## src/sv/sxf_pkg.sv

```systemverilog
// Shared types and constants for the sprite XOR framebuffer.
package sxf_pkg;

  localparam int ByteW       = 8;
  localparam int ScreenBytes = 256;
  localparam int AddrW       = $clog2(ScreenBytes);
  localparam int CmdDepth    = 2;

  localparam logic [3:0] MaxSpriteRows = 4'd15;

  typedef enum logic [1:0] {
    OP_DRAW  = 2'd0,
    OP_READ  = 2'd1,
    OP_WRITE = 2'd2,
    OP_CLEAR = 2'd3
  } op_e;

  typedef enum logic [3:0] {
    ST_IDLE = 4'b0001,
    ST_RD   = 4'b0010,
    ST_A    = 4'b0100,
    ST_B    = 4'b1000
  } state_e;

  typedef struct packed {
    op_e              op;
    logic [AddrW-1:0] addr_a;
    logic [AddrW-1:0] addr_b;
    logic [ByteW-1:0] pat_a;
    logic [ByteW-1:0] pat_b;
    logic             split;
    logic             skip;
    logic             last;
    logic [ByteW-1:0] wdata;
  } cmd_t;

endpackage

```

## src/sv/sxf_ram.sv

```systemverilog
// Generic single-write, single-read RAM with registered read data.
module sxf_ram #(
  parameter int Width = 8,
  parameter int Depth = 256
) (
  input  logic                     clk_i,
  input  logic                     we_i,
  input  logic [$clog2(Depth)-1:0] waddr_i,
  input  logic [Width-1:0]         wdata_i,
  input  logic [$clog2(Depth)-1:0] raddr_i,
  output logic [Width-1:0]         rdata_o
);

  logic [Width-1:0] mem_q [Depth];
  logic [Width-1:0] rdata_q;

  always_ff @(posedge clk_i) begin
    if (we_i) begin
      mem_q[waddr_i] <= wdata_i;
    end
    rdata_q <= mem_q[raddr_i];
  end

  assign rdata_o = rdata_q;

endmodule

```

## src/sv/sxf_front.sv

```systemverilog
// Front end: decodes an input beat into a command with byte addresses and patterns.
module sxf_front (
  input  logic [1:0]   opcode_i,
  input  logic [5:0]   x_pos_i,
  input  logic [4:0]   y_pos_i,
  input  logic [3:0]   row_index_i,
  input  logic [7:0]   row_bits_i,
  input  logic         last_row_i,
  input  logic [7:0]   address_i,
  input  logic [7:0]   write_data_i,
  output sxf_pkg::cmd_t cmd_o
);
  import sxf_pkg::*;

  logic [5:0]  row_sum;
  logic [4:0]  row;
  logic [2:0]  col;
  logic [3:0]  col_b_sum;
  logic [2:0]  shift;
  logic [15:0] spread;

  assign row_sum   = {1'b0, y_pos_i} + {2'b00, row_index_i};
  assign row       = row_sum[4:0];
  assign col       = x_pos_i[5:3];
  assign col_b_sum = {1'b0, col} + 4'd1;
  assign shift     = x_pos_i[2:0];
  assign spread    = {row_bits_i, 8'h00} >> shift;

  always_comb begin
    cmd_o        = '0;
    cmd_o.op     = op_e'(opcode_i);
    cmd_o.last   = last_row_i;
    cmd_o.wdata  = write_data_i;
    unique case (op_e'(opcode_i)) inside
      OP_DRAW: begin
        cmd_o.addr_a = {row, col};
        cmd_o.addr_b = {row, col_b_sum[2:0]};
        cmd_o.pat_a  = spread[15:8];
        cmd_o.pat_b  = spread[7:0];
        cmd_o.split  = (shift != 3'd0);
        cmd_o.skip   = (row_index_i >= MaxSpriteRows);
      end
      OP_READ, OP_WRITE: begin
        cmd_o.addr_a = address_i;
      end
      OP_CLEAR: begin
        cmd_o.skip = 1'b0;
      end
    endcase
  end

endmodule

```

## src/sv/sxf_cmd_fifo.sv

```systemverilog
// Short command queue between the front end and the draw engine.
module sxf_cmd_fifo #(
  parameter int Depth = 2
) (
  input  logic          clk_i,
  input  logic          rst_ni,
  input  logic          push_i,
  input  sxf_pkg::cmd_t data_i,
  output logic          full_o,
  input  logic          pop_i,
  output logic          empty_o,
  output sxf_pkg::cmd_t data_o
);
  import sxf_pkg::*;

  localparam int PtrW = (Depth > 1) ? $clog2(Depth) : 1;
  localparam int CntW = $clog2(Depth + 1);
  localparam logic [PtrW-1:0] LastPtr = PtrW'(Depth - 1);
  localparam logic [CntW-1:0] FullCnt = CntW'(Depth);

  cmd_t            mem_q [Depth];
  logic [PtrW-1:0] wptr_q, wptr_d, rptr_q, rptr_d;
  logic [CntW-1:0] cnt_q, cnt_d;
  logic            do_push, do_pop;

  assign full_o  = (cnt_q == FullCnt);
  assign empty_o = (cnt_q == '0);
  assign do_push = push_i && !full_o;
  assign do_pop  = pop_i && !empty_o;
  assign data_o  = mem_q[rptr_q];

  always_comb begin
    wptr_d = wptr_q;
    rptr_d = rptr_q;
    cnt_d  = cnt_q;
    if (do_push) begin
      wptr_d = (wptr_q == LastPtr) ? '0 : wptr_q + PtrW'(1);
    end
    if (do_pop) begin
      rptr_d = (rptr_q == LastPtr) ? '0 : rptr_q + PtrW'(1);
    end
    if (do_push && !do_pop) begin
      cnt_d = cnt_q + CntW'(1);
    end else if (do_pop && !do_push) begin
      cnt_d = cnt_q - CntW'(1);
    end
  end

  always_ff @(posedge clk_i or negedge rst_ni) begin
    if (!rst_ni) begin
      wptr_q <= '0;
      rptr_q <= '0;
      cnt_q  <= '0;
    end else begin
      wptr_q <= wptr_d;
      rptr_q <= rptr_d;
      cnt_q  <= cnt_d;
    end
  end

  always_ff @(posedge clk_i) begin
    if (do_push) begin
      mem_q[wptr_q] <= data_i;
    end
  end

endmodule

```

## src/sv/sxf_back.sv

```systemverilog
// Back end: read-modify-write sequencer over the screen RAM, collision and result register.
module sxf_back (
  input  logic          clk_i,
  input  logic          rst_ni,
  input  logic          cmd_empty_i,
  input  sxf_pkg::cmd_t cmd_i,
  output logic          cmd_pop_o,
  output logic          empty,
  input  logic          pop,
  output logic [7:0]    read_data_o,
  output logic          collision_o
);
  import sxf_pkg::*;

  state_e                 state_q, state_d;
  cmd_t                   cur_q, cur_d;
  logic [ScreenBytes-1:0] valid_q, valid_d;
  logic                   rvld_q;
  logic                   acc_q, acc_d;
  logic                   out_vld_q, out_vld_d;
  logic [ByteW-1:0]       out_rd_q, out_rd_d;
  logic                   out_col_q, out_col_d;

  logic                   we;
  logic [AddrW-1:0]       waddr, raddr;
  logic [ByteW-1:0]       wdata, rdata, old;
  logic                   take, out_free, hit, total, finish;
  logic [ByteW-1:0]       fin_rd;
  logic                   fin_last;
  cmd_t                   cmd_sel;

  sxf_ram #(
    .Width (ByteW),
    .Depth (ScreenBytes)
  ) u_ram (
    .clk_i   (clk_i),
    .we_i    (we),
    .waddr_i (waddr),
    .wdata_i (wdata),
    .raddr_i (raddr),
    .rdata_o (rdata)
  );

  assign out_free  = !out_vld_q || pop;
  assign take      = (state_q == ST_IDLE) && !cmd_empty_i && out_free;
  assign cmd_pop_o = take;
  assign raddr     = (state_q == ST_IDLE) ? cmd_i.addr_a : cur_q.addr_b;
  assign old       = rdata & {ByteW{rvld_q}};
  assign cmd_sel   = take ? cmd_i : cur_q;

  always_comb begin
    state_d  = state_q;
    cur_d    = cur_q;
    valid_d  = valid_q;
    acc_d    = acc_q;
    we       = 1'b0;
    waddr    = cmd_sel.addr_a;
    wdata    = cmd_sel.wdata;
    hit      = 1'b0;
    finish   = 1'b0;
    fin_rd   = '0;
    fin_last = 1'b0;
    total    = acc_q;

    unique case (state_q)
      ST_IDLE: begin
        if (take) begin
          cur_d = cmd_i;
          unique case (cmd_i.op)
            OP_DRAW: begin
              if (cmd_i.skip) begin
                finish   = 1'b1;
                fin_last = cmd_i.last;
              end else begin
                state_d = ST_A;
              end
            end
            OP_READ: begin
              state_d = ST_RD;
            end
            OP_WRITE: begin
              we                    = 1'b1;
              valid_d[cmd_i.addr_a] = 1'b1;
              finish                = 1'b1;
            end
            OP_CLEAR: begin
              valid_d = '0;
              finish  = 1'b1;
            end
          endcase
        end
      end
      ST_RD: begin
        finish  = 1'b1;
        fin_rd  = old;
        state_d = ST_IDLE;
      end
      ST_A: begin
        we                    = 1'b1;
        waddr                 = cur_q.addr_a;
        wdata                 = old ^ cur_q.pat_a;
        valid_d[cur_q.addr_a] = 1'b1;
        hit                   = |(old & cur_q.pat_a);
        total                 = acc_q | hit;
        if (cur_q.split) begin
          acc_d   = total;
          state_d = ST_B;
        end else begin
          finish   = 1'b1;
          fin_last = cur_q.last;
          state_d  = ST_IDLE;
        end
      end
      ST_B: begin
        we                    = 1'b1;
        waddr                 = cur_q.addr_b;
        wdata                 = old ^ cur_q.pat_b;
        valid_d[cur_q.addr_b] = 1'b1;
        hit                   = |(old & cur_q.pat_b);
        total                 = acc_q | hit;
        finish                = 1'b1;
        fin_last              = cur_q.last;
        state_d               = ST_IDLE;
      end
      default: begin
        state_d = ST_IDLE;
      end
    endcase

    if (finish && cmd_sel.op == OP_DRAW) begin
      acc_d = fin_last ? 1'b0 : total;
    end
  end

  always_comb begin
    out_vld_d = out_vld_q;
    out_rd_d  = out_rd_q;
    out_col_d = out_col_q;
    if (finish) begin
      out_vld_d = 1'b1;
      out_rd_d  = fin_rd;
      out_col_d = fin_last && total;
    end else if (pop) begin
      out_vld_d = 1'b0;
    end
  end

  always_ff @(posedge clk_i or negedge rst_ni) begin
    if (!rst_ni) begin
      state_q   <= ST_IDLE;
      valid_q   <= '0;
      acc_q     <= 1'b0;
      out_vld_q <= 1'b0;
    end else begin
      state_q   <= state_d;
      valid_q   <= valid_d;
      acc_q     <= acc_d;
      out_vld_q <= out_vld_d;
    end
  end

  always_ff @(posedge clk_i) begin
    cur_q     <= cur_d;
    rvld_q    <= valid_q[raddr];
    out_rd_q  <= out_rd_d;
    out_col_q <= out_col_d;
  end

  assign empty       = !out_vld_q;
  assign read_data_o = out_rd_q;
  assign collision_o = out_col_q;

endmodule

```

## src/sv/sprite_xor_framebuffer.sv

```systemverilog
// Top level of the sprite XOR framebuffer.
// Steps: a write, clear or skipped row finishes when it is taken from the queue; a read
// passes through ST_RD, an aligned draw row through ST_A, a split draw row through ST_A and ST_B.
// No new item is taken until the last is through; the screen RAM has one read and one write port.
// The command queue decouples input beats from the engine; one result register holds output.
// Reset: asynchronous, active low; screen reads as all zero, collision sum cleared, queues empty.
module sprite_xor_framebuffer #(
  parameter int QueueDepth = sxf_pkg::CmdDepth
) (
  input  logic       clk_i,
  input  logic       rst_ni,
  input  logic       push,
  output logic       full,
  input  logic [1:0] opcode_i,
  input  logic [5:0] x_pos_i,
  input  logic [4:0] y_pos_i,
  input  logic [3:0] row_index_i,
  input  logic [7:0] row_bits_i,
  input  logic       last_row_i,
  input  logic [7:0] address_i,
  input  logic [7:0] write_data_i,
  output logic       empty,
  input  logic       pop,
  output logic [7:0] read_data_o,
  output logic       collision_o
);
  import sxf_pkg::*;

  cmd_t cmd_in, cmd_head;
  logic cmd_empty, cmd_pop;

  sxf_front u_front (
    .opcode_i     (opcode_i),
    .x_pos_i      (x_pos_i),
    .y_pos_i      (y_pos_i),
    .row_index_i  (row_index_i),
    .row_bits_i   (row_bits_i),
    .last_row_i   (last_row_i),
    .address_i    (address_i),
    .write_data_i (write_data_i),
    .cmd_o        (cmd_in)
  );

  sxf_cmd_fifo #(
    .Depth (QueueDepth)
  ) u_fifo (
    .clk_i   (clk_i),
    .rst_ni  (rst_ni),
    .push_i  (push),
    .data_i  (cmd_in),
    .full_o  (full),
    .pop_i   (cmd_pop),
    .empty_o (cmd_empty),
    .data_o  (cmd_head)
  );

  sxf_back u_back (
    .clk_i       (clk_i),
    .rst_ni      (rst_ni),
    .cmd_empty_i (cmd_empty),
    .cmd_i       (cmd_head),
    .cmd_pop_o   (cmd_pop),
    .empty       (empty),
    .pop         (pop),
    .read_data_o (read_data_o),
    .collision_o (collision_o)
  );

endmodule

```

## config.mk

```make
export PLATFORM = sky130hd
export DESIGN_NAME = sprite_xor_framebuffer
export DESIGN_NICKNAME = d
export VERILOG_FILES = /design/src/sv/sxf_pkg.sv /design/src/sv/sxf_ram.sv /design/src/sv/sxf_front.sv /design/src/sv/sxf_cmd_fifo.sv /design/src/sv/sxf_back.sv /design/src/sv/sprite_xor_framebuffer.sv
export SDC_FILE = /design/constraint.sdc
export NUM_CORES = 2
export LEC_CHECK = 0
export ABC_AREA = 1
export BUFFER_PORTS_ARGS = -buffer_cell sky130_fd_sc_hd__buf_2
export CELL_PAD_IN_SITES_DETAIL_PLACEMENT = 0
export CELL_PAD_IN_SITES_GLOBAL_PLACEMENT = 1
export CORE_MARGIN = 2
export CORE_UTILIZATION = 35
export CTS_BUF_LIST = sky130_fd_sc_hd__clkbuf_8
export DETAILED_ROUTE_END_ITERATION = 8
export GPL_TIMING_DRIVEN = 0
export PLACE_DENSITY = 0.59
export RECOVER_POWER = 50
export SETUP_SLACK_MARGIN = 0.05
export SLEW_MARGIN = 20
export SYNTH_ARGS = -nofsm -noshare
export SYNTH_HDL_FRONTEND = slang
export SYNTH_SLANG_ARGS = --single-unit
```

## constraint.sdc

```tcl
create_clock -name clk_i -period 40 [get_ports clk_i]
set_input_delay 4 -clock clk_i [delete_from_list [all_inputs] [get_ports clk_i]]
set_output_delay 4 -clock clk_i [all_outputs]
set_load 0.05 [all_outputs]
```

# Yosys cells after proc, flatten, opt, wreduce, memory -nomap -nowiden
# Memories as Yosys holds them, arrays and structs flattened. A register that Yosys moved wholly into a read port is not among the register bits.
# Index checks and enable logic that the tools add are counted.
# word_totals
regBits	321
ram_bits	2138
inputBits	46
out_inout_bits	11
elab_cells	148
mem_count	2
# op_classes
add_sub_neg	6
magnitude_cmp	8
eq_ne	14
shift	1
n_mux	51
n_bitwise	10
n_reduce_logical	37
# mem_list
name	words	width	read_ports	rd_clocked_by_memory_dff	wr	line_no	rtl
u_back.u_ram.mem_q	256	8	1	1	1	sxf_ram.sv:14	logic [Width-1:0] mem_q [Depth];
u_fifo.mem_q	2	45	1	0	1	sxf_cmd_fifo.sv:21	cmd_t mem_q [Depth];
# op_table
operator	count
OR 256 bit	3
case mux 256 bit (3 select lines)	1
case mux 256 bit (2 select lines)	1
2-to-1 mux 256 bit	1
case mux 8 bit (2 select lines)	3
2-to-1 mux 45 bit	1
less-than comparator 8 x 9 -> 1 bit, second input constant	4
2-to-1 mux 1 bit	26
2-to-1 mux 25 bit	1
bitwise AND 8 bit	3
demux 1 bit (select 8 bit)	3
>= comparator 8 x 1 -> 1 bit, second input constant	3
case mux 4 bit (2 select lines)	2
OR reduction 8 bit	2
>> shifter 16 x 3 -> 16 bit	1
XOR 8 bit	2
2-to-1 mux 4 bit	3
logical AND 1 bit	11
inequality test 3 bit, second input constant	3
binary-select mux 1 bit (select 8 bit)	1
== test 2 bit, second input constant	4
logical NOT 2 bit	4
2-to-1 mux 8 bit	1
nonzero test 2 bit	4
other kinds (22)	39

# Longest topological paths before layout
# logic_depth
ltp_word	9
mapped_depth	19
ltp_nobuf	16

# Cells and area by module
# A second synthesis with hierarchy kept.
# unflattened
cells_unflattened	10465
hier_area_um2	108982.0
# by_module_without_submodules
mod	n_inst	cells_each	area_each_um2	seq_area_each_um2
sxf_ram	1	7003	83396.2	61659.1
sxf_back	1	3037	21229.1	8169.1
sxf_cmd_fifo	1	266	3500.9	2802.7
sxf_front	1	159	855.8	0.0

# Worst setup path after synthesis
# Ideal clock, no wire load.
# synth_timing
path_kind	flip-flop to flip-flop
from	reg u_back.state_q[0]
to	mem u_back.u_ram.mem_q[0][6] (data pin)
setup_time_ns	2.187
t_arrival_ns	11.722
t_required_ns	37.813
slack_ns	26.091
path_stages_with_launch	11
path_buffers	4
period_less_slack_ns	13.909
path_cell_list	dfstp_2 -> nor2_1 -> nand3_1 -> buf_2 -> buf_2 -> buf_2 -> buf_1 -> o21ai_0 -> nand2_1 -> nand2_1 -> o21ai_0
# synth_between
elab_chain_len	5
word_cells_on_any_way	7
cone_classes	eq/ne (3); mux (2); reduce/logical (2)
# synth_lines
element	line_no	rtl
start: declaration	sxf_back.sv:15	state_e state_q, state_d;
start signal: assignment	sxf_back.sv:155	state_q <= state_d;
== test 4 x 1 -> 1 bit	sxf_back.sv:45	assign take = (state_q == ST_IDLE) && !cmd_empty_i && out_free;
logical AND 1 bit (2 in a row)	sxf_back.sv:45	
2-to-1 mux 45 bit	sxf_back.sv:49	assign cmd_sel = take ? cmd_i : cur_q;
case mux 8 bit (2 select lines) (*)	sxf_back.sv:65	unique case (state_q)
net u_back.u_ram.wdata_i[6]	sxf_ram.sv:9	input logic [Width-1:0] wdata_i,
end: declaration	sxf_ram.sv:14	
# Mark *: on every way through the listed nets, which the timed path passes. The rest lies on a longest branch.

==> results.yml <==
timing:
  total_setup_violations_reported_at_the_end_of_the_flow: 0
  period_share_pct: 31.3
  grt_setup_unrepaired: "false"
  setup-tns-final_ns: 0
  fmax_mhz: 79.9
  worst_hold_slack_ns: 0.506
  max_slew_margin_pct: -267
  final.setup_skew_ns: 0.133
  final_hold_viol_count: 0
  worstMarginPinSlew_ns: 5.50
  layout_min_cycle_time_ns: 12.51
  maxSlewViolCount: 869
synthesis:
  synth.yosys.warnings: 0
  post_synth_xor_area_fraction_pct: 0.0309
  asyncSetResetFlopFracSynth_pct: 10.8
  synth_top_family_by_area: "simple AND/OR/NAND/NOR gates"
  synth_simple_gate_area_share_pct: 21.7
  synthMuxAreaShare_pct: 0.0265
  ff_latch_count_synth: 2463
  synth-edff-count: 2188
  netlist_instances: 11600
  synth-main-ff-cell: "sky130_fd_sc_hd__edfxtp_1"
  yosysUniqueCellTypes: 57
  synthesized_area_fraction_occupied_by_ao_oa_aoi_and_oai_cells_pct: 5.57
  synth.cell_area_um2: 113000
  avgSynthCellArea_um2: 9.73
  synth-adder-area-share_pct: 0.106
  synth-seq-area-share_pct: 64.0
  mappedNetlistNets: 11700
cells_and_area:
  area_delta_synth_final_pct: 16.2
  final_cell_count_no_fill: 17100
  layout_common_cells: "sky130_fd_sc_hd__nand2_1 (2894), sky130_fd_sc_hd__edfxtp_1 (2188), sky130_fd_sc_hd__nand3_1 (2006)"
  final_common_cell: "sky130_fd_sc_hd__nand2_1"
  final.fill_count: 32200
  final_layout_size_suffix_gt1_share_pct: 12.5
  finish.net_count: 12400
placement:
  post-dp-hpwl_um: 569000
  port-buffer-count: 54
  dp.cells: 16300
  globalplace.congestion: 1.09
route:
  ant_nets: 0
  detail_route.drc_violations: 0
  detail_route.wl_per_cell_um: 45.7
  vias_per_cell: 6.04
  detailedRoute.firstPassIterationCount: 8
  wirelength_um: 784000
  first_iter_violations: 18600
  routed_vias: 104000
critical_path:
  ff2ff_setup_slack_ns: 29.68
  timing_worst_setup_path_type: "input pin to async pin"
  r2r_start: "u_back.state_q[0]"
  cp.arrival_ns: 12.40
  crit_path_start_kind: "input pin"
  end_kind: "async pin"
  critical_path_required_ns: 39.89
  rr_worst_depth: 11
  timing.critical_path.fanout_max: 89
  worstReg2RegEnd: "u_back.u_ram.rdata_o[5]"
floorplanning:
  dieArea_um2: 328000
  floorplan.rows: 208
  ios: 57
  die_height_um: 573
  die-width_um: 573
  start_util_pct: 35.2
  core-area_um2: 322000
run:
  max-cap-violations: 32
global_routing:
  number_of_antenna_violations_at_the_first_check_in_global_routing: 131
  grtUsageTotal_pct: 46.4
  wire_length_of_the_first_global_routing_pass_um: 977000
  grt_start_max_net_pins: 90
  first_global_vias: 91800
  globalRouteOverflowTotal: 0
cts:
  cts_tree: "done"
  clock_insertion_delay_worst_skew_ns: 1.26
  cts.path.max_buffers: 4
  cts_resized: 0
  clkTransAtPathRegs_ns: 0.06
  post_cts_hold_buffer_count: 0
  cts_root_buf: "sky130_fd_sc_hd__clkbuf_8"
  numClockSinks: 2463
  cts_setup_buffers: 0
  cts-buffers-inserted: 439
  cts.htree.levels: 5
status:
  violations: "max-capacitance violations, max-slew violations"
  run_status: "finished with violations"
hold_path:
  worst_min_delay_path_category: "flip-flop to flip-flop"
  worst_hold_path.endpoint: "u_back.cur_q[13]"
  min_from: "u_fifo.mem_q[0][13]"
  hold_crit_depth: 2
-- synthesized netlist by cell type (all sizes together), types with 17 or more instances --
cell type,count,area share [%]
buf,541,2.5
nor2,528,1.8
nand2,2915,9.7
nand3,2006,8.9
inv,1609,5.3
edfxtp,2188,58
o21ai,477,2.2
clkbuf,220,0.73
nor3,145,0.65
nand4,56,0.31
dfrtp,265,5.9
nand3b,40,0.26
o211ai,119,0.79
a31oi,18,0.099
o32ai,65,0.50
o31ai,17,0.11
o22ai,99,0.55
a21oi,274,1.2
-- cell type report --
class | count | area [µm²] | share of cell area (%)
clock inverters | 339 | 1780 | 1.35
inverters | 1618 | 6080 | 4.61
well taps | 4305 | 5390 | 4.09
plain buffers | 761 | 3730 | 2.83
flip-flops and latches | 2463 | 72500 | 55.1
diodes | 79 | 198 | 0.150
multi-input cells | 6801 | 31900 | 24.2
clock buffers | 462 | 6360 | 4.83
repair buffers | 307 | 3750 | 2.85
-- through the flow --
| step | instance area, µm² | utilization, % | setup WS (ns) |
|---|---|---|---|
| 5_1_grt | 131000 | 40.9 | 26.17 |
| 2_1_floorplan | 113000 | - | 26.09 |
| 6_report | 132000 | 40.9 | 27.49 |
| 3_5_place_dp | 126000 | 39.1 | 31.82 |
| 3_3_place_gp | 119000 | 37.0 | 5.05 |
| 4_1_cts | 134000 | 41.6 | 33.04 |
-- cells by family after synthesis --
group	after synthesis
adders and majority gates	9
DFF	2463
AOI/OAI and AO/OA	1085
and+or+nand+nor	5700
buffers and inverters	2379
xor gates and xnor gates	4
muxes	3
-- metal layers --
metal / vias to the layer above / wire length (µm) / GRT usage, %
li1: 40700 / - / -
met1: 52100 / 289000 / 57.1
met2: 8453 / 316000 / 64.5
met3: 2251 / 107000 / 19.0
met4: 60 / 70900 / 35.1
met5: - / 682 / 0
-- sequential cells by signal (all words and copies together), names as in the netlist --
register,flops
u_back.acc_q,1
u_fifo.mem_q,88
u_back.out_vld_q,1
u_back.cur_q,43
u_back.read_data_o,8
u_back.rvld_q,1
u_back.u_ram.mem_q,2048
u_back.valid_q,256
u_back.collision_o,1
u_fifo.wptr_q,1
u_back.state_q,4
u_back.u_ram.rdata_o,8
u_fifo.cnt_q,2
u_fifo.rptr_q,1
-- critical path, cell delays in order --
cell                       delay, ns
sky130_fd_sc_hd__clkbuf_1       1.11
sky130_fd_sc_hd__clkbuf_1       3.04
sky130_fd_sc_hd__clkbuf_1       4.03
-- worst max-delay path by stage --
stage                            startpoint                    endpoint  slack [ns]
after global routing                 rst_ni          u_back.valid_q[37]       26.17
after detailed placement                pop  u_back.u_ram.mem_q[208][0]       31.82
after floorplan           u_back.state_q[0]    u_back.u_ram.mem_q[0][6]       26.09
after CTS                               pop  u_back.u_ram.mem_q[208][0]       33.04
after global placement    u_back.state_q[1]  u_back.u_ram.mem_q[204][3]        5.05
final                                rst_ni          u_back.valid_q[37]       27.49
Power is not shown: default switching activity piles up to over one toggle a cycle in this logic, so the estimate is an artifact.
